**src/rtl/gbh_pkg.sv**
```systemverilog
// ----------------------------------------------------------------------------
// Gray binned histogram package
// Shared types, operation codes and constants for the gray binned histogram.
// ----------------------------------------------------------------------------
package gbh_pkg;

  // Default sizes of the counter store.
  localparam int MAX_BINS_DEFAULT    = 256;
  localparam int COUNT_WIDTH_DEFAULT = 32;

  // Width of every field and of the reported count.
  localparam int PIX_W       = 8;
  localparam int BIN_W       = 8;
  localparam int LOG2_W      = 4;
  localparam int OUT_COUNT_W = 32;

  // Reset value of the bins_log2 register.
  localparam logic [LOG2_W-1:0] BINS_LOG2_RESET = 4'd8;

  // Luma weights in percent and the reciprocal of 100 in Q19.
  localparam int SUM_W       = 15;
  localparam int W_RED       = 30;
  localparam int W_GREEN     = 59;
  localparam int W_BLUE      = 11;
  localparam int RECIP_W     = 13;
  localparam int GRAY_RECIP  = 5243;
  localparam int GRAY_SHIFT  = 19;
  localparam int PROD_W      = SUM_W + RECIP_W;

  // Output queue sizing.
  localparam int FIFO_DEPTH = 4;
  localparam int FIFO_PTR_W = $clog2(FIFO_DEPTH);
  localparam int FIFO_CNT_W = $clog2(FIFO_DEPTH + 1);

  // Operation codes of an input transaction.
  typedef enum logic [1:0] {
    OP_COUNT = 2'd0,
    OP_READ  = 2'd1,
    OP_CLEAR = 2'd2,
    OP_NONE  = 2'd3
  } op_t;

  // Operation presented to the counter store from the last stage.
  typedef struct packed {
    logic             vld;
    op_t              op;
    logic [BIN_W-1:0] bin;
  } bin_cmd_t;

  // One result transaction.
  typedef struct packed {
    logic [PIX_W-1:0]       range_low;
    logic [PIX_W-1:0]       range_high;
    logic [OUT_COUNT_W-1:0] bin_count;
    logic                   index_valid;
  } result_t;

endpackage

```
**src/rtl/gbh_out_fifo.sv**
```systemverilog
// ----------------------------------------------------------------------------
// Gray binned histogram output queue
// Small queue that holds read results until the downstream side takes them.
// ----------------------------------------------------------------------------
module gbh_out_fifo (
  input  logic                              clk,
  input  logic                              rst,
  input  logic                              push,
  input  gbh_pkg::result_t                  push_data,
  input  logic                              pop,
  output gbh_pkg::result_t                  head,
  output logic                              not_empty,
  output logic [gbh_pkg::FIFO_CNT_W-1:0]    count
);

  gbh_pkg::result_t                   slots [gbh_pkg::FIFO_DEPTH];
  logic [gbh_pkg::FIFO_PTR_W-1:0]     wr_ptr;
  logic [gbh_pkg::FIFO_PTR_W-1:0]     rd_ptr;
  logic                               do_pop;

  assign not_empty = (count != '0);
  assign do_pop    = pop && not_empty;
  assign head      = slots[rd_ptr];

  // Storage write.
  always_ff @(posedge clk) begin
    if (push) begin
      slots[wr_ptr] <= push_data;
    end
  end

  // Pointers and fill level.
  always_ff @(posedge clk) begin
    if (rst) begin
      wr_ptr <= '0;
      rd_ptr <= '0;
      count  <= '0;
    end else begin
      if (push) begin
        wr_ptr <= wr_ptr + 1'b1;
      end
      if (do_pop) begin
        rd_ptr <= rd_ptr + 1'b1;
      end
      if (push && !do_pop) begin
        count <= count + 1'b1;
      end else if (!push && do_pop) begin
        count <= count - 1'b1;
      end
    end
  end

  // The credit check upstream must keep a slot free for every result.
  a_no_overflow: assert property (@(posedge clk) disable iff (rst)
    push |-> (count != gbh_pkg::FIFO_CNT_W'(gbh_pkg::FIFO_DEPTH)))
    else $error("output queue written while full");

endmodule

```
**config.mk**
```make
export PLATFORM = sky130hd
export DESIGN_NAME = gbh_out_fifo
export DESIGN_NICKNAME = d
export VERILOG_FILES = /design/src/rtl/gbh_pkg.sv /design/src/rtl/gbh_out_fifo.sv
export SDC_FILE = /design/constraint.sdc
export NUM_CORES = 1
export LEC_CHECK = 0
export BUFFER_PORTS_ARGS = -buffer_cell sky130_fd_sc_hd__buf_2
export CORE_MARGIN = 1.5
export CORE_UTILIZATION = 33
export CTS_CLUSTER_DIAMETER = 50
export CTS_CLUSTER_SIZE = 28
export DETAILED_ROUTE_END_ITERATION = 10
export SLEW_MARGIN = 10
export SYNTH_ARGS = -nofsm -noshare
export SYNTH_HDL_FRONTEND = slang
export SYNTH_SLANG_ARGS = --single-unit
```
**constraint.sdc**
```tcl
create_clock -name clk -period 2.3 [get_ports clk]
set_input_delay 0.23 -clock clk [delete_from_list [all_inputs] [get_ports clk]]
set_output_delay 0.23 -clock clk [all_outputs]
set_load 0.02 [all_outputs]
```
==> key figures <==
Worst setup path
  – CP Launch Type: register
  – CP top delay family: adder cells
  – Slowest cell on crit path: fa_1
  – Worst setup path class: reg -> reg
  – Max FO, Critical Path: 6
  – Crit path required time: 2730 ps
  – Worst EP arrival: 2570 ps
  – Setup crit end kind: register
  – WP buf/inv: 1
  – Worst path max stage delay: 390 ps
  – CP Cell Sequence: o31ai_2 -> ha_1 -> inv_1 -> fa_1 -> xor2_1 -> or3_1 -> a21oi_1

Routing
  – WL final: ~14,000 um
  – Initial DRT Pass Iterations: 4
  – Via Count: 3,643
  – DR iter-0 viols: 161
  – DR vias/cell: 4.65
  – DRC Markers: 0
  – Antenna viol nets, final: 0
  – Routed wire length per instance: 17.8 um

Synthesis
  – Mapped Area: ~0.0075 sq mm
  – Seq/Total Area, Yosys: between 80 and 90%
  – Syn_nets: 358
  – Ranking of synthesized cells by area: edfxtp_1, mux4_2, dfxtp_1
  – Number of distinct library cells after synthesis: 23
  – Syn Inst Count: ~300
  – Area leader, netlist: edfxtp_1
  – Post-synth top area share: 78.2%
  – Syn. warnings: 0
  – Synthesized area per cell: 25.2 sq um
  – FF+latch count, synth: 205

Pwr
  – Worst vdd ir: 0.000506 V
  – Power, Total: 10,600 uW
  – Pwr Density: about 1100 mW/mm^2
  – Leakage: 0.00336 uW

Die
  – Die width: 154 um
  – Effective utilization at floorplan: 33.4%
  – Standard-cell rows: 55
  – Die Y: 154 um
  – Core box area: ~0.023 sq mm
  – I/O Pins: 106
  – DIE AREA: 0.0237 sq mm

STA
  – Period minus WS final: 2140 ps
  – Fin. max-slew vios: 0
  – RSZ-0062 raised after global routing: no
  – Clock Skews: between 10 and 15 ps
  – Maximum clock rate: 467 MHz
  – Hold slack: 74.8 ps
  – Worst slew margin: between 60% and 70%
  – Final period util: between 90 and 100%
  – Final Hold Vio Count: 0
  – Least-Margin Pin Slew: ~550 ps
  – Endpoints failing setup: 0
  – Setup TNS: 0 ps

Clocking
  – CTS H-tree lvls: 1
  – Root Buffer: clkbuf_16
  – CTS tree: built
  – Clk slew on worst S/H paths: around 70 ps
  – CTS Buffer Depth: 3
  – CTS Buf Count: 23
  – Clock Sinks: 205
  – Worst-skew pair later-pin latency: around 500 ps

GRT
  – Gr usage total: 12.0%
  – Initial antenna violation count: 1
  – Vias in the first global route: around 4,000
  – Congestion Overflow GR: 0
  – Global-route wire length before repair: 21,800 um
  – Largest net degree at the start of global routing: 50

Run
  – Max-cap violations: 0

Place
  – Placed cell areas: 0.00844 sq mm
  – PortBufs: between 100 and 150
  – GPL Wtd Cong: 0.710
  – DP Wirelength: 8080 um

Outcome
  – Status: finished clean

Layout
  – Synth-to-layout area growth: 29.9%
  – Fillers: 1,938
  – Share of cells above drive strength 1: 43.0%
  – Post-layout net count: 540
  – N_diodes: 0
  – Most frequent cells in the layout: edfxtp_1, buf_2, dlygate4sd3_1, mux4_2, clkbuf_16
  – Layout Cell Area excl Fill: 0.00977 sq mm
  – Leading cell type in the layout, fill and taps excluded: edfxtp_1

Hold path
  – Hold Crit Class: in -> reg
==> metal layers <==
metal  track usage (%)  part of all wire (%)  vias to the layer above
met1              16.2                    45                     1894
met3              2.40                   4.1                       26
li1                  -                     -                     1636
met4              3.88                   2.1                        2
met2              19.7                    49                       85
met5                 0                 0.086                        -
==> power by group <==
part	switching, uW	internal [uW]	total [uW]	leakage [uW]
combinational	1300	1130	2430	0.00110
clock	1570	2150	3720	0.000386
sequential	99.8	4320	4420	0.00188
==> sequential cells by signal (all words and copies together) (netlist names), named ones only <==
| name | cells |
|---|---|
| wr_ptr | 2 |
| slots | 196 |
| rd_ptr | 2 |
| count | 3 |
==> through the flow <==
stage               setup WS [ps]  utilization [%]  instances
floorplan                     176                -        299
global placement              246             37.5        688
detailed placement           52.4             37.5        688
CTS                          25.5             43.3        780
global route                 67.2             43.4        783
finish                        158             43.4        783
==> cell families after synthesis <==
family / Yosys count / synth area share [%]
AOI/OAI and AO/OA: 4 / 0.349
xor gates and xnor gates: 5 / 0.582
adders and majority gates: 6 / 1.10
buffers and inverters: 15 / 1.46
DFF: 205 / 80.6
muxes: 51 / 15.0
and+or+nand+nor: 13 / 0.848
==> area by class of cell <==
cell class              count  area, sq um  area share [%]
multi-input cells          79         1360            13.9
clock inverters            19          221            2.27
repair buffers            169         1180            12.0
flip-flops and latches    205         6070            62.1
well taps                 285          357            3.65
clock buffers              23          576            5.89
inverters                   3         11.3           0.115
==> repair_timing <==
item | in CTS | in global routing
endpoints found under the hold margin | 204 | 0
buffers inserted | 0 | 3
gates resized for setup | 0 | 2
hold buffers | 50 | 0
endpoints found under the setup margin | 0 | 7
==> worst register-to-register path: cells and delay by family (launching register included) <==
kind / cells / cell delay, ps
fa+ha+maj: 2 / 650
compound gates: 2 / 480
flops: 1 / 380
simple gates: 1 / 310
xor+xnor: 1 / 190
buf+inv: 1 / 60
==> cells in the mapped netlist <==
master / number
nor2_1: 7
or3_1: 2
xor2_1: 4
o21ai_0: 1
ha_1: 5
mux4_1: 2
fa_1: 1
xnor2_1: 1
mux4_2: 47
dfxtp_1: 9
edfxtp_1: 196
o31ai_1: 1
buf_6: 1
buf_1: 3
buf_12: 2
and2_1: 4
clkbuf_1: 1
buf_4: 3
a21oi_1: 1
o311ai_0: 1
buf_2: 2
inv_1: 3
mux2i_1: 2
==> worst paths after layout <==
| path | start | end | slack, ps | cells after the start |
|---|---|---|---|---|
| setup / recovery | count[0] | count[2] | 160 | 7 |
| hold / removal | push | wr_ptr[1] | 70 | 3 |
| setup reg to reg | count[0] | count[2] | 160 | 7 |
| hold reg to reg | rd_ptr[1] | register | 550 | 2 |
Note: power is estimated with default switching activity, not from simulation.
